**src/hdl/rlpe_pkg.sv**
```systemverilog
// ----------------------------------------------------------------------------
// rlpe_pkg
// Shared types, constants and arithmetic helpers of the RGB LED pixel encoder.
// ----------------------------------------------------------------------------
package rlpe_pkg;

  localparam int unsigned ColorW     = 16;
  localparam int unsigned BrightW    = 10;
  localparam int unsigned TickW      = 10;
  localparam int unsigned ByteW      = 8;
  localparam int unsigned ProdW      = 2 * ByteW;
  localparam int unsigned WordBits   = 3 * ByteW;
  localparam int unsigned CntW       = $clog2(WordBits + 1);
  localparam int unsigned CfgIdxW    = 2;
  localparam int unsigned RlpeQueueDepth = 2;

  localparam logic [TickW-1:0] ShortTicksRst     = TickW'(3);
  localparam logic [TickW-1:0] LongTicksRst      = TickW'(9);
  localparam logic [TickW-1:0] ResetHalfTicksRst = TickW'(250);

  localparam logic [ProdW-1:0] RoundBias = ProdW'(127);

  typedef enum logic [CfgIdxW-1:0] {
    CFG_SHORT_TICKS      = 2'd0,
    CFG_LONG_TICKS       = 2'd1,
    CFG_RESET_HALF_TICKS = 2'd2
  } rlpe_cfg_idx_e;

  typedef enum logic {
    ST_IDLE,
    ST_DATA
  } rlpe_state_e;

  typedef struct packed {
    logic                bad;
    logic [WordBits-1:0] word;
  } rlpe_entry_t;

  typedef struct packed {
    logic empty;
    logic full;
  } rlpe_qstat_t;

  typedef struct packed {
    logic [TickW-1:0] short_ticks;
    logic [TickW-1:0] long_ticks;
    logic [TickW-1:0] reset_half_ticks;
  } rlpe_cfg_t;

  function automatic logic [ByteW-1:0] clamp_byte(input logic signed [ColorW-1:0] v);
    logic [ByteW-1:0] r;
    if (v[ColorW-1]) begin
      r = '0;
    end else if (|v[ColorW-2:ByteW]) begin
      r = '1;
    end else begin
      r = v[ByteW-1:0];
    end
    return r;
  endfunction

  // floor((p + 127) / 255) for p <= 255*255, via (y + (y >> 8) + 1) >> 8
  function automatic logic [ByteW-1:0] div255_round(input logic [ProdW-1:0] p);
    logic [ProdW-1:0] y;
    logic [ProdW:0]   s;
    y = p + RoundBias;
    s = {1'b0, y} + {{(ByteW + 1){1'b0}}, y[ProdW-1:ByteW]} + (ProdW + 1)'(1);
    return s[ProdW-1:ByteW];
  endfunction

endpackage

```
**src/hdl/rlpe_ifs.sv**
```systemverilog
// ----------------------------------------------------------------------------
// rlpe_ifs
// Valid/ready channel interfaces: pixel request, pulse symbol, config write.
// ----------------------------------------------------------------------------
interface rlpe_pix_if
  import rlpe_pkg::*;
();
  logic                     valid;
  logic                     ready;
  logic signed [ColorW-1:0]  red_in;
  logic signed [ColorW-1:0]  green_in;
  logic signed [ColorW-1:0]  blue_in;
  logic signed [BrightW-1:0] brightness_in;

  modport source (output valid, red_in, green_in, blue_in, brightness_in, input ready);
  modport sink   (input valid, red_in, green_in, blue_in, brightness_in, output ready);
endinterface

interface rlpe_sym_if
  import rlpe_pkg::*;
();
  logic             valid;
  logic             ready;
  logic             first_level;
  logic [TickW-1:0] first_ticks;
  logic [TickW-1:0] second_ticks;
  logic             last_symbol;
  logic             bad_brightness;

  modport source (output valid, first_level, first_ticks, second_ticks, last_symbol,
                  bad_brightness, input ready);
  modport sink   (input valid, first_level, first_ticks, second_ticks, last_symbol,
                  bad_brightness, output ready);
endinterface

interface rlpe_cfg_if
  import rlpe_pkg::*;
();
  logic               valid;
  logic               ready;
  logic [CfgIdxW-1:0] index;
  logic [TickW-1:0]   data;

  modport source (output valid, index, data, input ready);
  modport sink   (input valid, index, data, output ready);
endinterface

```
**src/hdl/rlpe_front.sv**
```systemverilog
// ----------------------------------------------------------------------------
// rlpe_front
// Accepts pixel requests, clamps and scales the colors, packs the GRB word.
// ----------------------------------------------------------------------------
module rlpe_front
  import rlpe_pkg::*;
(
  input  logic                      clk_i,
  input  logic                      rst_ni,
  input  logic                      in_valid_i,
  output logic                      in_ready_o,
  input  logic signed [ColorW-1:0]  red_i,
  input  logic signed [ColorW-1:0]  green_i,
  input  logic signed [ColorW-1:0]  blue_i,
  input  logic signed [BrightW-1:0] bright_i,
  input  rlpe_qstat_t               qstat_i,
  output logic                      push_o,
  output rlpe_entry_t               entry_o
);

  logic             vld_q, vld_d;
  logic             bad_q, bad_d;
  logic [ProdW-1:0] r_prod_q, r_prod_d;
  logic [ProdW-1:0] g_prod_q, g_prod_d;
  logic [ProdW-1:0] b_prod_q, b_prod_d;
  logic [ByteW-1:0] bright_byte;
  logic             advance;

  assign advance     = !vld_q || !qstat_i.full;
  assign in_ready_o  = advance;
  assign push_o      = vld_q && !qstat_i.full;
  assign bright_byte = bright_i[ByteW-1:0];

  always_comb begin
    vld_d    = advance ? in_valid_i : vld_q;
    bad_d    = bright_i[BrightW-1] || (|bright_i[BrightW-2:ByteW]);
    r_prod_d = clamp_byte(red_i) * bright_byte;
    g_prod_d = clamp_byte(green_i) * bright_byte;
    b_prod_d = clamp_byte(blue_i) * bright_byte;
  end

  always_ff @(posedge clk_i or negedge rst_ni) begin
    if (!rst_ni) begin
      vld_q <= 1'b0;
    end else begin
      vld_q <= vld_d;
    end
  end

  always_ff @(posedge clk_i) begin
    if (advance && in_valid_i) begin
      bad_q    <= bad_d;
      r_prod_q <= r_prod_d;
      g_prod_q <= g_prod_d;
      b_prod_q <= b_prod_d;
    end
  end

  always_comb begin
    entry_o.bad  = bad_q;
    entry_o.word = {div255_round(g_prod_q), div255_round(r_prod_q), div255_round(b_prod_q)};
  end

endmodule

```
**src/hdl/rlpe_queue.sv**
```systemverilog
// ----------------------------------------------------------------------------
// rlpe_queue
// Short FIFO of encoded pixel requests between front and back.
// ----------------------------------------------------------------------------
module rlpe_queue
  import rlpe_pkg::*;
#(
  parameter int unsigned Depth = RlpeQueueDepth
) (
  input  logic        clk_i,
  input  logic        rst_ni,
  input  logic        push_i,
  input  rlpe_entry_t entry_i,
  input  logic        pop_i,
  output rlpe_entry_t entry_o,
  output rlpe_qstat_t qstat_o
);

  localparam int unsigned PtrW = (Depth > 1) ? $clog2(Depth) : 1;
  localparam int unsigned CntQW = $clog2(Depth + 1);
  localparam logic [PtrW-1:0]  LastPtr = PtrW'(Depth - 1);
  localparam logic [CntQW-1:0] FullCnt = CntQW'(Depth);

  rlpe_entry_t      mem_q [Depth];
  logic [PtrW-1:0]  wptr_q, wptr_d;
  logic [PtrW-1:0]  rptr_q, rptr_d;
  logic [CntQW-1:0] cnt_q, cnt_d;

  assign qstat_o.empty = (cnt_q == '0);
  assign qstat_o.full  = (cnt_q == FullCnt);
  assign entry_o       = mem_q[rptr_q];

  always_comb begin
    wptr_d = wptr_q;
    rptr_d = rptr_q;
    cnt_d  = cnt_q;
    if (push_i) begin
      wptr_d = (wptr_q == LastPtr) ? '0 : wptr_q + PtrW'(1);
    end
    if (pop_i) begin
      rptr_d = (rptr_q == LastPtr) ? '0 : rptr_q + PtrW'(1);
    end
    if (push_i && !pop_i) begin
      cnt_d = cnt_q + CntQW'(1);
    end else if (pop_i && !push_i) begin
      cnt_d = cnt_q - CntQW'(1);
    end
  end

  always_ff @(posedge clk_i or negedge rst_ni) begin
    if (!rst_ni) begin
      wptr_q <= '0;
      rptr_q <= '0;
      cnt_q  <= '0;
    end else begin
      wptr_q <= wptr_d;
      rptr_q <= rptr_d;
      cnt_q  <= cnt_d;
    end
  end

  always_ff @(posedge clk_i) begin
    if (push_i) begin
      mem_q[wptr_q] <= entry_i;
    end
  end

endmodule

```
**src/hdl/rlpe_back.sv**
```systemverilog
// ----------------------------------------------------------------------------
// rlpe_back
// Serializes one GRB word into 24 pulse symbols and a latch reset symbol, or a bad entry into one error symbol.
// ----------------------------------------------------------------------------
module rlpe_back
  import rlpe_pkg::*;
(
  input  logic             clk_i,
  input  logic             rst_ni,
  input  rlpe_cfg_t        cfg_i,
  input  rlpe_qstat_t      qstat_i,
  input  rlpe_entry_t      entry_i,
  output logic             pop_o,
  output logic             out_valid_o,
  input  logic             out_ready_i,
  output logic             first_level_o,
  output logic [TickW-1:0] first_ticks_o,
  output logic [TickW-1:0] second_ticks_o,
  output logic             last_symbol_o,
  output logic             bad_brightness_o
);

  localparam logic [CntW-1:0] LastCnt = CntW'(WordBits);

  rlpe_state_e         state_q, state_d;
  logic [WordBits-1:0] shift_q, shift_d;
  logic [CntW-1:0]     cnt_q, cnt_d;
  logic                ov_q, ov_d;
  logic                lvl_q, lvl_d;
  logic [TickW-1:0]    t0_q, t0_d;
  logic [TickW-1:0]    t1_q, t1_d;
  logic                last_q, last_d;
  logic                bad_q, bad_d;
  logic                load_ok;
  logic                bit_val;

  assign load_ok = !ov_q || out_ready_i;
  assign pop_o   = load_ok && (state_q == ST_IDLE) && !qstat_i.empty;

  always_comb begin
    state_d = state_q;
    unique case (state_q)
      ST_IDLE: begin
        if (pop_o && !entry_i.bad) begin
          state_d = ST_DATA;
        end
      end
      ST_DATA: begin
        if (load_ok && (cnt_q == LastCnt)) begin
          state_d = ST_IDLE;
        end
      end
      default: state_d = ST_IDLE;
    endcase
  end

  always_comb begin
    shift_d = shift_q;
    cnt_d   = cnt_q;
    ov_d    = ov_q;
    lvl_d   = lvl_q;
    t0_d    = t0_q;
    t1_d    = t1_q;
    last_d  = last_q;
    bad_d   = bad_q;
    bit_val = 1'b0;
    if (load_ok) begin
      ov_d = 1'b0;
      unique case (state_q)
        ST_DATA: begin
          ov_d = 1'b1;
          if (cnt_q == LastCnt) begin
            lvl_d  = 1'b0;
            t0_d   = cfg_i.reset_half_ticks;
            t1_d   = cfg_i.reset_half_ticks;
            last_d = 1'b1;
            bad_d  = 1'b0;
            cnt_d  = '0;
          end else begin
            bit_val = shift_q[WordBits-1];
            shift_d = {shift_q[WordBits-2:0], 1'b0};
            cnt_d   = cnt_q + CntW'(1);
            lvl_d   = 1'b1;
            t0_d    = bit_val ? cfg_i.long_ticks : cfg_i.short_ticks;
            t1_d    = bit_val ? cfg_i.short_ticks : cfg_i.long_ticks;
            last_d  = 1'b0;
            bad_d   = 1'b0;
          end
        end
        ST_IDLE: begin
          if (!qstat_i.empty) begin
            ov_d = 1'b1;
            if (entry_i.bad) begin
              lvl_d  = 1'b0;
              t0_d   = '0;
              t1_d   = '0;
              last_d = 1'b1;
              bad_d  = 1'b1;
            end else begin
              bit_val = entry_i.word[WordBits-1];
              shift_d = {entry_i.word[WordBits-2:0], 1'b0};
              cnt_d   = CntW'(1);
              lvl_d   = 1'b1;
              t0_d    = bit_val ? cfg_i.long_ticks : cfg_i.short_ticks;
              t1_d    = bit_val ? cfg_i.short_ticks : cfg_i.long_ticks;
              last_d  = 1'b0;
              bad_d   = 1'b0;
            end
          end
        end
        default: ov_d = 1'b0;
      endcase
    end
  end

  always_ff @(posedge clk_i or negedge rst_ni) begin
    if (!rst_ni) begin
      state_q <= ST_IDLE;
      cnt_q   <= '0;
      ov_q    <= 1'b0;
    end else begin
      state_q <= state_d;
      cnt_q   <= cnt_d;
      ov_q    <= ov_d;
    end
  end

  always_ff @(posedge clk_i) begin
    shift_q <= shift_d;
    lvl_q   <= lvl_d;
    t0_q    <= t0_d;
    t1_q    <= t1_d;
    last_q  <= last_d;
    bad_q   <= bad_d;
  end

  assign out_valid_o      = ov_q;
  assign first_level_o    = lvl_q;
  assign first_ticks_o    = t0_q;
  assign second_ticks_o   = t1_q;
  assign last_symbol_o    = last_q;
  assign bad_brightness_o = bad_q;

endmodule

```
**src/hdl/rgb_led_pixel_encoder_top.sv**
```systemverilog
// ----------------------------------------------------------------------------
// rgb_led_pixel_encoder_top
// Pixel requests in, NRZ pulse symbols out, with a config write port.
// A pixel request passes the front register, the queue and the back output register
// before its first symbol is valid. The back end emits 25 symbols per valid pixel and
// one per bad-brightness request, one symbol per cycle from its output register while sym_o.ready is high.
// Reset: control state clears, timing registers return to 3, 9 and 250 ticks.
// ----------------------------------------------------------------------------
module rgb_led_pixel_encoder_top
  import rlpe_pkg::*;
#(
  parameter int unsigned QUEUE_DEPTH = RlpeQueueDepth
) (
  input  logic  clk_i,
  input  logic  rst_ni,
  rlpe_pix_if.sink   pix_i,
  rlpe_sym_if.source sym_o,
  rlpe_cfg_if.sink   cfg_i
);

  rlpe_cfg_t   cfg_q, cfg_d;
  rlpe_qstat_t qstat;
  rlpe_entry_t push_entry;
  rlpe_entry_t head_entry;
  logic        push;
  logic        pop;

  assign cfg_i.ready = 1'b1;

  always_comb begin
    cfg_d = cfg_q;
    if (cfg_i.valid) begin
      unique case (cfg_i.index)
        CFG_SHORT_TICKS:      cfg_d.short_ticks      = cfg_i.data;
        CFG_LONG_TICKS:       cfg_d.long_ticks       = cfg_i.data;
        CFG_RESET_HALF_TICKS: cfg_d.reset_half_ticks = cfg_i.data;
        default:              cfg_d = cfg_q;
      endcase
    end
  end

  always_ff @(posedge clk_i or negedge rst_ni) begin
    if (!rst_ni) begin
      cfg_q.short_ticks      <= ShortTicksRst;
      cfg_q.long_ticks       <= LongTicksRst;
      cfg_q.reset_half_ticks <= ResetHalfTicksRst;
    end else begin
      cfg_q <= cfg_d;
    end
  end

  rlpe_front u_front (
    .clk_i      (clk_i),
    .rst_ni     (rst_ni),
    .in_valid_i (pix_i.valid),
    .in_ready_o (pix_i.ready),
    .red_i      (pix_i.red_in),
    .green_i    (pix_i.green_in),
    .blue_i     (pix_i.blue_in),
    .bright_i   (pix_i.brightness_in),
    .qstat_i    (qstat),
    .push_o     (push),
    .entry_o    (push_entry)
  );

  rlpe_queue #(
    .Depth (QUEUE_DEPTH)
  ) u_queue (
    .clk_i   (clk_i),
    .rst_ni  (rst_ni),
    .push_i  (push),
    .entry_i (push_entry),
    .pop_i   (pop),
    .entry_o (head_entry),
    .qstat_o (qstat)
  );

  rlpe_back u_back (
    .clk_i            (clk_i),
    .rst_ni           (rst_ni),
    .cfg_i            (cfg_q),
    .qstat_i          (qstat),
    .entry_i          (head_entry),
    .pop_o            (pop),
    .out_valid_o      (sym_o.valid),
    .out_ready_i      (sym_o.ready),
    .first_level_o    (sym_o.first_level),
    .first_ticks_o    (sym_o.first_ticks),
    .second_ticks_o   (sym_o.second_ticks),
    .last_symbol_o    (sym_o.last_symbol),
    .bad_brightness_o (sym_o.bad_brightness)
  );

  a_bad_pop_reports: assert property (@(posedge clk_i) disable iff (!rst_ni)
    pop && head_entry.bad |=> sym_o.valid && sym_o.bad_brightness && sym_o.last_symbol)
    else $error("bad-brightness request not reported");

  a_pop_needs_room: assert property (@(posedge clk_i) disable iff (!rst_ni)
    pop |-> !qstat.empty && (!sym_o.valid || sym_o.ready))
    else $error("queue popped without room at output");

  a_data_not_last: assert property (@(posedge clk_i) disable iff (!rst_ni)
    sym_o.valid && sym_o.first_level |-> !sym_o.last_symbol && !sym_o.bad_brightness)
    else $error("data symbol flagged as last");

endmodule

```
**src/flat_wrapper.sv**
```systemverilog
// flat-port wrapper written by rule: the top's interface ports become plain ports
module rgb_led_pixel_encoder_top_flat import rlpe_pkg::*;
#(
  parameter int unsigned QUEUE_DEPTH = RlpeQueueDepth
)
  (clk_i, rst_ni, pix_i_valid, pix_i_red_in, pix_i_green_in, pix_i_blue_in, pix_i_brightness_in, pix_i_ready, sym_o_valid, sym_o_first_level, sym_o_first_ticks, sym_o_second_ticks, sym_o_last_symbol, sym_o_bad_brightness, sym_o_ready, cfg_i_valid, cfg_i_index, cfg_i_data, cfg_i_ready);
  rlpe_pix_if pix_i_i ();
  rlpe_sym_if sym_o_i ();
  rlpe_cfg_if cfg_i_i ();
  input  logic clk_i;
  input  logic rst_ni;
  input wire logic [$bits(pix_i_i.valid)-1:0] pix_i_valid;
  input wire logic [$bits(pix_i_i.red_in)-1:0] pix_i_red_in;
  input wire logic [$bits(pix_i_i.green_in)-1:0] pix_i_green_in;
  input wire logic [$bits(pix_i_i.blue_in)-1:0] pix_i_blue_in;
  input wire logic [$bits(pix_i_i.brightness_in)-1:0] pix_i_brightness_in;
  output wire logic [$bits(pix_i_i.ready)-1:0] pix_i_ready;
  output wire logic [$bits(sym_o_i.valid)-1:0] sym_o_valid;
  output wire logic [$bits(sym_o_i.first_level)-1:0] sym_o_first_level;
  output wire logic [$bits(sym_o_i.first_ticks)-1:0] sym_o_first_ticks;
  output wire logic [$bits(sym_o_i.second_ticks)-1:0] sym_o_second_ticks;
  output wire logic [$bits(sym_o_i.last_symbol)-1:0] sym_o_last_symbol;
  output wire logic [$bits(sym_o_i.bad_brightness)-1:0] sym_o_bad_brightness;
  input wire logic [$bits(sym_o_i.ready)-1:0] sym_o_ready;
  input wire logic [$bits(cfg_i_i.valid)-1:0] cfg_i_valid;
  input wire logic [$bits(cfg_i_i.index)-1:0] cfg_i_index;
  input wire logic [$bits(cfg_i_i.data)-1:0] cfg_i_data;
  output wire logic [$bits(cfg_i_i.ready)-1:0] cfg_i_ready;
  assign pix_i_i.valid = pix_i_valid;
  assign pix_i_i.red_in = pix_i_red_in;
  assign pix_i_i.green_in = pix_i_green_in;
  assign pix_i_i.blue_in = pix_i_blue_in;
  assign pix_i_i.brightness_in = pix_i_brightness_in;
  assign pix_i_ready = pix_i_i.ready;
  assign sym_o_valid = sym_o_i.valid;
  assign sym_o_first_level = sym_o_i.first_level;
  assign sym_o_first_ticks = sym_o_i.first_ticks;
  assign sym_o_second_ticks = sym_o_i.second_ticks;
  assign sym_o_last_symbol = sym_o_i.last_symbol;
  assign sym_o_bad_brightness = sym_o_i.bad_brightness;
  assign sym_o_i.ready = sym_o_ready;
  assign cfg_i_i.valid = cfg_i_valid;
  assign cfg_i_i.index = cfg_i_index;
  assign cfg_i_i.data = cfg_i_data;
  assign cfg_i_ready = cfg_i_i.ready;
  rgb_led_pixel_encoder_top #(.QUEUE_DEPTH(QUEUE_DEPTH)) u_core (.clk_i(clk_i), .rst_ni(rst_ni), .pix_i(pix_i_i), .sym_o(sym_o_i), .cfg_i(cfg_i_i));
endmodule
```
**config.mk**
```make
export PLATFORM = sky130hd
export DESIGN_NAME = rgb_led_pixel_encoder_top_flat
export DESIGN_NICKNAME = d
export VERILOG_FILES = /design/src/hdl/rlpe_pkg.sv /design/src/hdl/rlpe_ifs.sv /design/src/hdl/rlpe_front.sv /design/src/hdl/rlpe_queue.sv /design/src/hdl/rlpe_back.sv /design/src/hdl/rgb_led_pixel_encoder_top.sv /design/src/flat_wrapper.sv
export SDC_FILE = /design/constraint.sdc
export NUM_CORES = 1
export LEC_CHECK = 0
export ABC_AREA = 1
export BUFFER_PORTS_ARGS = -buffer_cell sky130_fd_sc_hd__buf_2
export CORE_UTILIZATION = 44
export CTS_BUF_LIST = sky130_fd_sc_hd__clkbuf_2
export CTS_CLUSTER_DIAMETER = 40
export DETAILED_ROUTE_END_ITERATION = 10
export GPL_TIMING_DRIVEN = 0
export PLACE_DENSITY = 0.6
export SLEW_MARGIN = 10
export SYNTH_ARGS = -nofsm -noshare
export SYNTH_HDL_FRONTEND = slang
export SYNTH_SLANG_ARGS = --single-unit
```
**constraint.sdc**
```tcl
create_clock -name clk_i -period 3.6 [get_ports clk_i]
set_clock_uncertainty 0.2 [all_clocks]
set_input_delay 0.72 -clock clk_i [delete_from_list [all_inputs] [get_ports clk_i]]
set_output_delay 0.72 -clock clk_i [all_outputs]
set_load 0.1 [all_outputs]
```
-- Word level (Yosys, flattened, before mapping)
Memories as Yosys holds them, arrays and structs flattened.
Cells that the tools add are included.
- add/sub/neg operators: 14
- multipliers: 3
- divide/modulo/power cells: 0
- order comparisons: 0
- equality and inequality tests: 7
- shift-type cells: 0
- mux-type cells: 46
- bitwise gates (word level): 1
- reductions and logical operators: 30
- operators with widths (cell ; count):
    $mux W10 ; 10
    $mux W24 ; 3
    $add A16 B1 Y16 const B ; 3
    $add A16 B7 Y16 const B ; 3
    $add A16 B8 Y16 ; 3
    $mul A8 B8 Y16 ; 3
    $mux W8 ; 6
    $pmux W24 S2 ; 1
    $pmux W10 S2 ; 2
    $reduce_or A7 Y1 ; 3
    $mux W5 ; 3
    $mux W1 ; 13
    $pmux W1 S2 ; 5
    $pmux W5 S2 ; 1
    $logic_and A1 B1 Y1 ; 8
    $reduce_and A2 Y1 ; 4
    $logic_not A1 Y1 ; 7
    $ne A2 B2 Y1 const B ; 3
    $add A5 B1 Y5 const B ; 1
    $eq A5 B5 Y1 const B ; 1
    $eq A2 B2 Y1 const B ; 2
    $logic_not A2 Y1 ; 2
    $mux W2 ; 2
    $reduce_and A4 Y1 ; 1
    other kinds (8) ; 11
- bits in registers: 138
- bits in latches: 0
- RAM bits: 50
- bits in read-only memories: 0
- input bits: 75
- output and inout port bits: 26
- word-level logic and storage cells: 122
- memories: 1
- memories (memory ; words ; width ; rd ports ; clocked after memory_dff ; wr ports ; line ; source):
    u_core.u_queue.mem_q ; 2 ; 25 ; 1 ; 0 ; 1 ; rlpe_queue.sv:24 ; rlpe_entry_t mem_q [Depth];

-- Depth between registers and ports, before layout
Gate-level depths: netlist of run 1.
- word-level depth: 7
- gate-level depth with buffers: 21
- gate-level depth less buffers: 20

-- Cells and area by module
A second synthesis of run 1 with hierarchy kept.
- cell total of the unflattened synthesis: 2018
- area, all modules: 16688.5 sq um
- by module, submodules not included (module ; instances ; cells an instance ; area an instance (sq um) ; sequential area each (sq um)):
    rlpe_front ; 1 ; 1433 ; 10410.0 ; 1496.4
    rlpe_back ; 1 ; 345 ; 2882.8 ; 1556.5
    rlpe_queue ; 1 ; 103 ; 2112.0 ; 1601.5
    rgb_led_pixel_encoder_top ; 1 ; 137 ; 1283.7 ; 763.2

-- Least setup slack after synthesis of run 1
Ideal clock, no wire load.
- path kind: input to register
- start: in pix_i_green_in[9]
- end: reg u_core.u_front.g_prod_q[12], data pin
- library setup time: 0.264 ns
- arrival time: 5.010 ns
- data required time: 3.136 ns
- setup slack: -1.873 ns
- stages on the path: 18
- path buffers: 0
- cells stage by stage: nor4_1 -> nand2_1 -> o21ai_0 -> inv_1 -> nand2_1 -> fa_1 -> fa_1 -> inv_1 -> fa_1 -> inv_1 -> fa_1 -> inv_1 -> ha_1 -> a21oi_1 -> a21boi_0 -> o21ai_0 -> a31oi_1 -> xor2_1
- word-level cells in the longest chain between the ends: 4
- ends and longest elaborated chain (what ; line ; source):
    start: declaration ; flat_wrapper.sv:14 ; input wire logic [$bits(pix_i_i.green_in)-1:0] pix_i_green_in;
    $reduce_or A7 Y1 ; rlpe_pkg.sv:54 ; end else if (|v[ColorW-2:ByteW]) begin
    $mux W8 ; rlpe_pkg.sv:54 ;
    $mux W8 ; rlpe_pkg.sv:52 ; if (v[ColorW-1]) begin
    $mul A8 B8 Y16 ; rlpe_front.sv:38 ; g_prod_d = clamp_byte(green_i) * bright_byte;
    via u_core.u_front.g_prod_d[12] ; rlpe_front.sv:24 ; logic [ProdW-1:0] g_prod_q, g_prod_d;
    end signal: assignment ; rlpe_front.sv:54 ; g_prod_q <= g_prod_d;
    end: declaration ; rlpe_front.sv:24 ;
The timed path passes the listed nets, and every way through them passes these cells.
A chain may end at the register's enable or synchronous reset.

-- Worst setup path after layout of run 1
- start: in pix_i_red_in[10]
- end: reg u_core.u_front.r_prod_q[13], data pin
- word-level cells in the longest chain between the ends: 4
- ends and longest elaborated chain (what ; line ; source):
    start: declaration ; flat_wrapper.sv:13 ; input wire logic [$bits(pix_i_i.red_in)-1:0] pix_i_red_in;
    $reduce_or A7 Y1 ; rlpe_pkg.sv:54 ;
    $mux W8 ; rlpe_pkg.sv:54 ;
    $mux W8 ; rlpe_pkg.sv:52 ;
    $mul A8 B8 Y16 ; rlpe_front.sv:37 ; r_prod_d = clamp_byte(red_i) * bright_byte;
    via u_core.u_front.r_prod_d[13] ; rlpe_front.sv:23 ; logic [ProdW-1:0] r_prod_q, r_prod_d;
    end signal: assignment ; rlpe_front.sv:53 ; r_prod_q <= r_prod_d;
    end: declaration ; rlpe_front.sv:23 ;
The timed path passes the listed nets, and every way through them passes these cells.

==> out/metrics.csv, run 1 <==
stage,metric,value,unit
sta,final.period_utilization,125,%
yosys,async_flop_share,22.5,%
routing,postRouteAntennaNets,0,
layout,design_area,0.0198,mm²
routing,route.detailed.drc,0,
critical_path,rr_startpoint,u_core.u_front.b_prod_q[2]$_DFFE_PP_,
power,clkPwrFrac,7.2,%
power,cellPowerDensity,742,mW/mm²
critical_path,timing.critical_path.mode_cell,sky130_fd_sc_hd__fa_1,
sta,finalHoldViolCount,0,
placed_design,dp.final_hpwl,28200,µm
clocking,clk_path_buf_depth,2,
yosys,synth_area,0.0162,mm²
routing,drt-pass1-iter-count,5,
critical_path,setup.worst_path.end,u_core.u_front.r_prod_q[13]$_DFFE_PP_,
yosys,yosys.cell_types.count,46,
yosys,number_of_synthesized_register_bits,187,
yosys,syn-num-nets,2306,
yosys,postSynthAreaPerCell,8.17,µm²
grt,grt_pass1_vias,13500,
yosys,synth_enable_flop_cells,145,
yosys,fraction_of_post_synthesis_cell_area_in_the_top_cell_type_by_area,26.8,%
placed_design,portBuffers,99,
routing,detail_route.wl_per_cell,13.8,µm
clocking,cts-root-buf,sky130_fd_sc_hd__clkbuf_2,
run_status,failed_checks,negative setup slack,
clocking,cts_inserted_buffers,17,
sta,unrepaired_setup_endpoints_after_global_routing,yes,
yosys,synth_top_flop_cell,sky130_fd_sc_hd__edfxtp_1,
die,die-height,194,µm
clocking,htree_levels,4,
critical_path,critical-path-max-stage-delay,0.53,ns
critical_path,timing.critical_path.required,3.95,ns
die,die_w,194,µm
yosys,post_synth_inst_count,1988,
placed_design,finalWeightedCongestion,0.899,
critical_path,critical_path.startpoint_type,primary input,
clocking,clk_latency,0.79,ns
power,switchingPower,0.00725,W
power,power_frac_seq,27.9,%
critical_path,worstPathBufferInverterCount,4,
yosys,synth_warnings,0,
critical_path,worst_setup_path_startpoint,pix_i_red_in[10],
layout,final_layout_size_suffix_gt1_share,22.2,%
power,vdd.ir_drop.worst,325,µV
critical_path,worst_path_max_delay_cell,sky130_fd_sc_hd__fa_1,
critical_path,cp_top_family,adder cells,
clocking,clk_pin_slew,0.25,ns
clocking,tritoncts,built,
routing,detail_route.wirelength,37300,µm
yosys,synth_seq_area_share,33.3,%
min_path,hp-class,in -> reg,
clocking,cts.sink_count,187,
die,fp.dieArea,0.0377,mm²
power,cellInternalPower,0.00743,W
routing,initialDrtViolationCount,733,
placed_design,dpl_cell_area,0.0180,mm²
sta,slew-limit-headroom,37.2,%
sta,worst_hold_slack,0.195,ns
routing,routed_via_density,5.05,
die,initial_utilization,44.6,%
job,maxCapViolCount,0,
sta,clock.fmax,223,MHz
power,power_leakage,9.51,nW
power,comb_power_share,64.9,%
yosys,yosys.area.top_type,sky130_fd_sc_hd__edfxtp_1,
placed_design,dp_slack,-1.77,ns
sta,slew_viol_final,0,
critical_path,rr_endpoint,u_core.u_queue.mem_q[0][5]$_DFFE_PP_,
min_path,worst_hold_startpoint,pix_i_blue_in[0],
sta,report.final.setup_viol,31,
critical_path,cp.depth,19,
grt,global_route_wire_length_before_repair,63100,µm
sta,timing.setup.tns,-20.59,ns
die,num_rows,70,
critical_path,cp_max_fo,8,
critical_path,timing.critical_path.to_type,flop,
grt,grt_antenna_before_repair,1,
run_status,result_of_the_run,"finished, violations left",
sta,worst-slew-pin-transition,0.941,ns
layout,filler_cell_count,3340,
critical_path,worst-setup-path-type,in -> reg,
yosys,post_synth_main_area_contributors,"sky130_fd_sc_hd__edfxtp_1, sky130_fd_sc_hd__fa_1, sky130_fd_sc_hd__ha_1, sky130_fd_sc_hd__nand2_1, sky130_fd_sc_hd__inv_1",
layout,area_growth_syn_to_layout,21.9,%
die,top_level_ports,101,
critical_path,critical_path.cell_chain,buf_6 -> nor4_4 -> nand2_4 -> o21ai_4 -> buf_6 -> nor2_4 -> fa_2 -> fa_1 -> inv_2 -> fa_1 -> fa_1 -> inv_2 -> ha_4 -> nand2_4 -> o21ai_4 -> a21boi_4 -> o21ai_2 -> a31oi_1 -> xor2_1,
grt,grt_remaining_overflow,0,
sta,postLayoutSetupSlackWorst,-0.887,ns
sta,period_needed,4.49,ns
grt,grt.total_usage,20.2,%
grt,grt_start_max_net_pins,43,
critical_path,rrSetupSlack,0.42,ns
critical_path,worst-endpoint-arrival,4.84,ns
power,swShare,49.4,%
routing,routed-via-count,13600,
layout,finish.net_count,2538,
critical_path,worst_r2r_path_depth,16,
die,core_region_area,0.0364,mm²
[worst min-delay path by stage]
| stage | end | slack, ns | cells past startpoint |
|---|---|---|---|
| global route | u_core.u_front.b_prod_q[0]$_DFFE_PP_ | 0.13 | 3 |
| floorplan | u_core.cfg_q[0]$_DFFE_PN0P_ | 0.22 | 0 |
| detailed placement | u_core.u_queue.mem_q[1][24]$_DFFE_PP_ | 0.26 | 0 |
| CTS | u_core.u_front.b_prod_q[0]$_DFFE_PP_ | 0.11 | 3 |
| finish | u_core.u_front.b_prod_q[0]$_DFFE_PP_ | 0.20 | 3 |
| global placement | u_core.u_queue.mem_q[0][24]$_DFFE_PP_ | 0.23 | 0 |
[Yosys cell counts (4+ instances only)]
library cell / number
sky130_fd_sc_hd__a21boi_0: 5
sky130_fd_sc_hd__a21oi_1: 111
sky130_fd_sc_hd__a31oi_1: 7
sky130_fd_sc_hd__clkbuf_1: 41
sky130_fd_sc_hd__dfrtp_1: 32
sky130_fd_sc_hd__dfstp_2: 10
sky130_fd_sc_hd__edfxtp_1: 145
sky130_fd_sc_hd__fa_1: 108
sky130_fd_sc_hd__ha_1: 135
sky130_fd_sc_hd__inv_1: 330
sky130_fd_sc_hd__inv_2: 6
sky130_fd_sc_hd__nand2_1: 382
sky130_fd_sc_hd__nand2_2: 13
sky130_fd_sc_hd__nand3_1: 97
sky130_fd_sc_hd__nand3_2: 5
sky130_fd_sc_hd__nand3b_1: 4
sky130_fd_sc_hd__nand4_1: 22
sky130_fd_sc_hd__nor2_1: 273
sky130_fd_sc_hd__nor2_2: 7
sky130_fd_sc_hd__nor2_4: 4
sky130_fd_sc_hd__nor3_1: 12
sky130_fd_sc_hd__o21ai_0: 103
sky130_fd_sc_hd__o21ai_1: 24
sky130_fd_sc_hd__o21bai_1: 6
sky130_fd_sc_hd__or2_2: 16
sky130_fd_sc_hd__xnor2_1: 14
sky130_fd_sc_hd__xor2_1: 47
[power by group through the flow]
stage                     logic, W  registers (W)  clock network (W)
after CTS                  0.00899        0.00410            0.00110
after detailed placement   0.00818        0.00415                  0
after global routing        0.0106        0.00419            0.00118
after global placement     0.00800        0.00415                  0
final                      0.00953        0.00410            0.00106
after floorplan            0.00564        0.00486                  0
[kinds of logic after synthesis]
family | count (synthesis) | synth area share, %
adders and majority gates | 243 | 23.7
buffers and inverters | 385 | 9.02
other | 1 | 0.0231
and+or+nand+nor | 850 | 22.3
muxes | 1 | 0.0616
AOI/OAI and AO/OA | 260 | 8.30
DFF | 187 | 33.3
xor gates and xnor gates | 61 | 3.29
[metrics by stage]
step                cells  power (W)  utilization (%)
detailed placement   2557     0.0123             49.3
CTS                  2681     0.0142             53.2
finish               2702     0.0147             54.4
global placement     2555     0.0122             49.1
floorplan            1988     0.0105                -
global route         2702     0.0160             54.4
[registers in the layout, summed over array words and instances, names as in the netlist, 2 cells and up]
signal and count:
u_core.u_queue.mem_q 50, u_core.cfg_q 30, u_core.u_back.shift_q 23, u_core.u_front.b_prod_q 16, u_core.u_front.g_prod_q 16, u_core.u_front.r_prod_q 16, u_core.u_back.first_ticks_o 10, u_core.u_back.second_ticks_o 10
u_core.u_back.cnt_q 5, u_core.u_queue.cnt_q 2
[worst register-to-register path, delay by kind of cell (launching register included)]
family / cells / cell delay [ns]
xor gates and xnor gates: 1 / 0.23
adders and majority gates: 1 / 0.34
buffers and inverters: 2 / 0.15
DFF: 1 / 0.50
and+or+nand+nor: 12 / 1.58
[metal layers]
| layer | up-vias | GRT usage (%) | wire [µm] |
|---|---|---|---|
| li1 | 6829 | - | - |
| met1 | 6437 | 25.7 | 16800 |
| met2 | 322 | 35.7 | 18400 |
| met3 | 50 | 2.37 | 1280 |
| met4 | 0 | 6.38 | 833 |
| met5 | - | 0 | 0 |
[layout make-up]
type / count / area, µm² / share of cell area [%]
Antenna cell: 1 / 2.50 / 0.0126
Buffer: 48 / 206 / 1.04
Clock buffer: 18 / 90.1 / 0.455
Clock inverter: 14 / 155 / 0.783
Inverter: 337 / 1280 / 6.44
Multi-Input combinational cell: 1416 / 10500 / 52.9
Sequential cell: 187 / 5420 / 27.4
Tap cell: 468 / 586 / 2.96
Timing Repair Buffer: 213 / 1590 / 8.03
[cell usage in the layout, fill, tap and decap left out, types with 23 or more instances in the layout]
master and count:
sky130_fd_sc_hd__nor2_1 246, sky130_fd_sc_hd__xor2_1 45, sky130_fd_sc_hd__inv_2 37, sky130_fd_sc_hd__inv_1 296
sky130_fd_sc_hd__a21oi_1 93, sky130_fd_sc_hd__ha_1 113, sky130_fd_sc_hd__clkbuf_1 37, sky130_fd_sc_hd__buf_6 40
sky130_fd_sc_hd__buf_2 95, sky130_fd_sc_hd__nor2_2 29, sky130_fd_sc_hd__edfxtp_1 145, sky130_fd_sc_hd__buf_4 66
sky130_fd_sc_hd__o21ai_0 88, sky130_fd_sc_hd__fa_1 94, sky130_fd_sc_hd__dfrtp_1 32, sky130_fd_sc_hd__nand2_2 23
sky130_fd_sc_hd__nand3_1 96, sky130_fd_sc_hd__nand2_1 364, sky130_fd_sc_hd__o21ai_4 26
[timing repair]
action,in CTS,in global routing
setup buffers,77,21
gates resized for setup,107,83
endpoints found under the hold margin,65,0
pin swaps,99,50
endpoints found under the setup margin,30,32
hold buffers,15,0
Power figures use the tool's default switching activity.
==> inputs of run 2 (changes only) <==
--- a/config.mk
+++ b/config.mk
@@ -11,8 +11,7 @@
 export CTS_BUF_LIST = sky130_fd_sc_hd__clkbuf_2
 export CTS_CLUSTER_DIAMETER = 40
 export DETAILED_ROUTE_END_ITERATION = 10
-export GPL_TIMING_DRIVEN = 0
-export PLACE_DENSITY = 0.6
+export PLACE_DENSITY = 0.58
 export SLEW_MARGIN = 10
 export SYNTH_ARGS = -nofsm -noshare
 export SYNTH_HDL_FRONTEND = slang
==> constraint.sdc (replaced) <==
create_clock -name clk_i -period 5.7 [get_ports clk_i]
set_clock_uncertainty 0.2 [all_clocks]
set_input_delay 0.285 -clock clk_i [delete_from_list [all_inputs] [get_ports clk_i]]
set_output_delay 0.285 -clock clk_i [all_outputs]
set_load 0.1 [all_outputs]
==> out/metrics.csv, run 2 (synthesis gave the netlist of run 1 again) <==
stage,metric,value,unit,change
layout,layout_commonest_cell,sky130_fd_sc_hd__nand2_1,,
routing,routed_via_density,4.94,,-2.2%
die,die-height,194,µm,unchanged
layout,registers.top_by_ff_count,u_core.u_queue.mem_q,,
critical_path,cp_max_fo,8,,unchanged
critical_path,timing.critical_path.required,6.04,ns,+2.09 ns
critical_path,critical_path.cell_chain,dlygate4sd3_1 -> buf_2 -> o21ai_1 -> dlygate4sd3_1 -> buf_4 -> or2_2 -> fa_1 -> fa_1 -> inv_1 -> fa_1 -> inv_1 -> fa_1 -> inv_1 -> ha_1 -> a21oi_1 -> a21boi_0 -> o21ai_0 -> a31oi_1 -> xor2_1,,
power,vdd.ir_drop.worst,183,µV,-44%
layout,area_growth_syn_to_layout,12.0,%,
placed_design,portBuffers,99,,unchanged
die,top_level_ports,101,,unchanged
critical_path,worst-endpoint-arrival,5.23,ns,+0.39 ns
sta,timing.setup.tns,0,ns,+20.59 ns
sta,clock.fmax,204,MHz,
critical_path,rrSetupSlack,2.47,ns,+2.05 ns
clocking,clk_pin_slew,0.27,ns,+0.02 ns
die,num_rows,70,,unchanged
grt,grt.total_usage,18.9,%,-1.3 points
sta,worst-slew-pin-transition,1.14,ns,+0.199 ns
clocking,htree_levels,4,,unchanged
sta,report.final.setup_viol,0,,-100%
clocking,cts-root-buf,sky130_fd_sc_hd__clkbuf_2,,
clocking,tritoncts,built,,
min_path,hp-class,in -> reg,,
clocking,cts_inserted_buffers,17,,unchanged
routing,drt-pass1-iter-count,5,,unchanged
die,core_region_area,0.0364,mm²,unchanged
layout,max_reg_flops,50,,unchanged
grt,global_route_wire_length_before_repair,59300,µm,-5.9%
placed_design,dpl_cell_area,0.0175,mm²,-2.8%
die,die_w,194,µm,unchanged
layout,finish.net_count,2462,,-3.0%
grt,grt_start_max_net_pins,50,,+16%
run_status,result_of_the_run,completed,,
routing,routed-via-count,13000,,-4.9%
clocking,cts.sink_count,187,,unchanged
routing,detail_route.wl_per_cell,13.1,µm,-5.5%
job,maxCapViolCount,0,,unchanged
layout,top_flop_regs,"u_core.u_queue.mem_q: 50 flops, u_core.cfg_q: 30 flops, u_core.u_back.shift_q: 23 flops",,
placed_design,finalWeightedCongestion,0.847,,-5.9%
power,power_leakage,9.06,nW,-4.8%
die,initial_utilization,44.6,%,unchanged
critical_path,worst_path_max_delay_cell,sky130_fd_sc_hd__dlygate4sd3_1,,
sta,slew_viol_final,0,,unchanged
routing,postRouteAntennaNets,0,,unchanged
sta,unrepaired_setup_endpoints_after_global_routing,no,,
placed_design,dp.final_hpwl,26300,µm,-6.4%
sta,finalHoldViolCount,0,,unchanged
grt,grt_antenna_before_repair,1,,unchanged
clocking,clk_path_buf_depth,2,,unchanged
clocking,clk_latency,0.78,ns,about the same
layout,final_layout_size_suffix_gt1_share,11.4,%,-11 points
critical_path,critical-path-max-stage-delay,0.56,ns,+0.03 ns
sta,final.period_utilization,85.8,%,
grt,grt_remaining_overflow,0,,unchanged
sta,slew-limit-headroom,23.9,%,-13 points
layout,design_area,0.0182,mm²,-8.1%
routing,initialDrtViolationCount,506,,-31%
critical_path,timing.critical_path.mode_cell,sky130_fd_sc_hd__fa_1,,
critical_path,timing.critical_path.to_type,flop,,
grt,grt_pass1_vias,12900,,-4.8%
die,fp.dieArea,0.0377,mm²,unchanged
sta,period_needed,4.89,ns,
power,cellPowerDensity,450,mW/mm²,-39%
critical_path,worst-setup-path-type,in -> reg,,
routing,route.detailed.drc,0,,unchanged
layout,layout.cells.most_common_list,"sky130_fd_sc_hd__nand2_1, sky130_fd_sc_hd__inv_1, sky130_fd_sc_hd__nor2_1",,
critical_path,critical_path.startpoint_type,primary input,,
routing,detail_route.wirelength,34300,µm,-8.2%
-- run 2: final timing paths --
path | start | to | cells after the start
worst max-delay path | pix_i_red_in[0] | u_core.u_front.r_prod_q[12]$_DFFE_PP_ | 19
max in group asynchronous | rst_ni | u_core.cfg_q[22]$_DFFE_PN0P_ | 4
min in group asynchronous | rst_ni | u_core.cfg_q[20]$_DFFE_PN1P_ | 3
worst max register to register | u_core.u_front.b_prod_q[2]$_DFFE_PP_ | u_core.u_queue.mem_q[0][5]$_DFFE_PP_ | 16
worst min register to register | u_core.cfg_q[4]$_DFFE_PN1P_ | u_core.cfg_q[4]$_DFFE_PN1P_ | 2
worst min-delay path | cfg_i_index[1] | u_core.cfg_q[4]$_DFFE_PN1P_ | 3
-- run 2: metrics by stage --
stage               setup WS, ns  std cells  hold slack, ns  total power (W)  utilization [%]
finish                     0.807       2626          0.0908          0.00818             49.9
global placement           0.435       2549           0.270          0.00736             47.9
floorplan                  0.662       1988          -0.211          0.00638                -
global route               0.604       2626          0.0321          0.00902             49.9
detailed placement         0.364       2549           0.255          0.00746             47.9
CTS                        0.891       2625         0.00209          0.00826             49.9
-- run 2: repair_timing --
item	in CTS	in global routing
gates resized for setup	0	0
hold endpoints to repair	104	0
hold buffers	44	0
setup buffers	0	0
-- run 2: metal layers --
| layer | up-vias | track usage (%) | share of wire [%] |
|---|---|---|---|
| met1 | 6060 | 24.0 | 47 |
| met5 | - | 0 | 0 |
| li1 | 6665 | - | - |
| met3 | 28 | 2.00 | 2.6 |
| met2 | 216 | 34.7 | 49 |
| met4 | 0 | 3.97 | 1.0 |
-- run 2: power breakdown --
| part | switching, W | total [W] | internal, W |
|---|---|---|---|
| clock | 0.000484 | 0.000747 | 0.000263 |
| combinational | 0.00328 | 0.00485 | 0.00157 |
| sequential | 0.000269 | 0.00259 | 0.00232 |
| total | 0.00403 | 0.00818 | 0.00415 |
-- run 2: critical path: cells and delay by family --
kind                     cells  cell delay [ns]
adder cells (fa/ha/maj)      5             2.23
buffers and inverters        7             1.48
AO/OA/AOI/OAI                5             0.88
XOR/XNOR                     1             0.08
AND/OR/NAND/NOR              1             0.28
-- run 2: final cells by class --
cell class | instances | area [µm²]
Sequential cell | 187 | 5420
Fill cell | 3545 | 18200
Tap cell | 468 | 586
Multi-Input combinational cell | 1416 | 9380
Antenna cell | 1 | 2.50
Inverter | 337 | 1260
Clock inverter | 13 | 181
Clock buffer | 19 | 95.1
Timing Repair Buffer | 185 | 1260
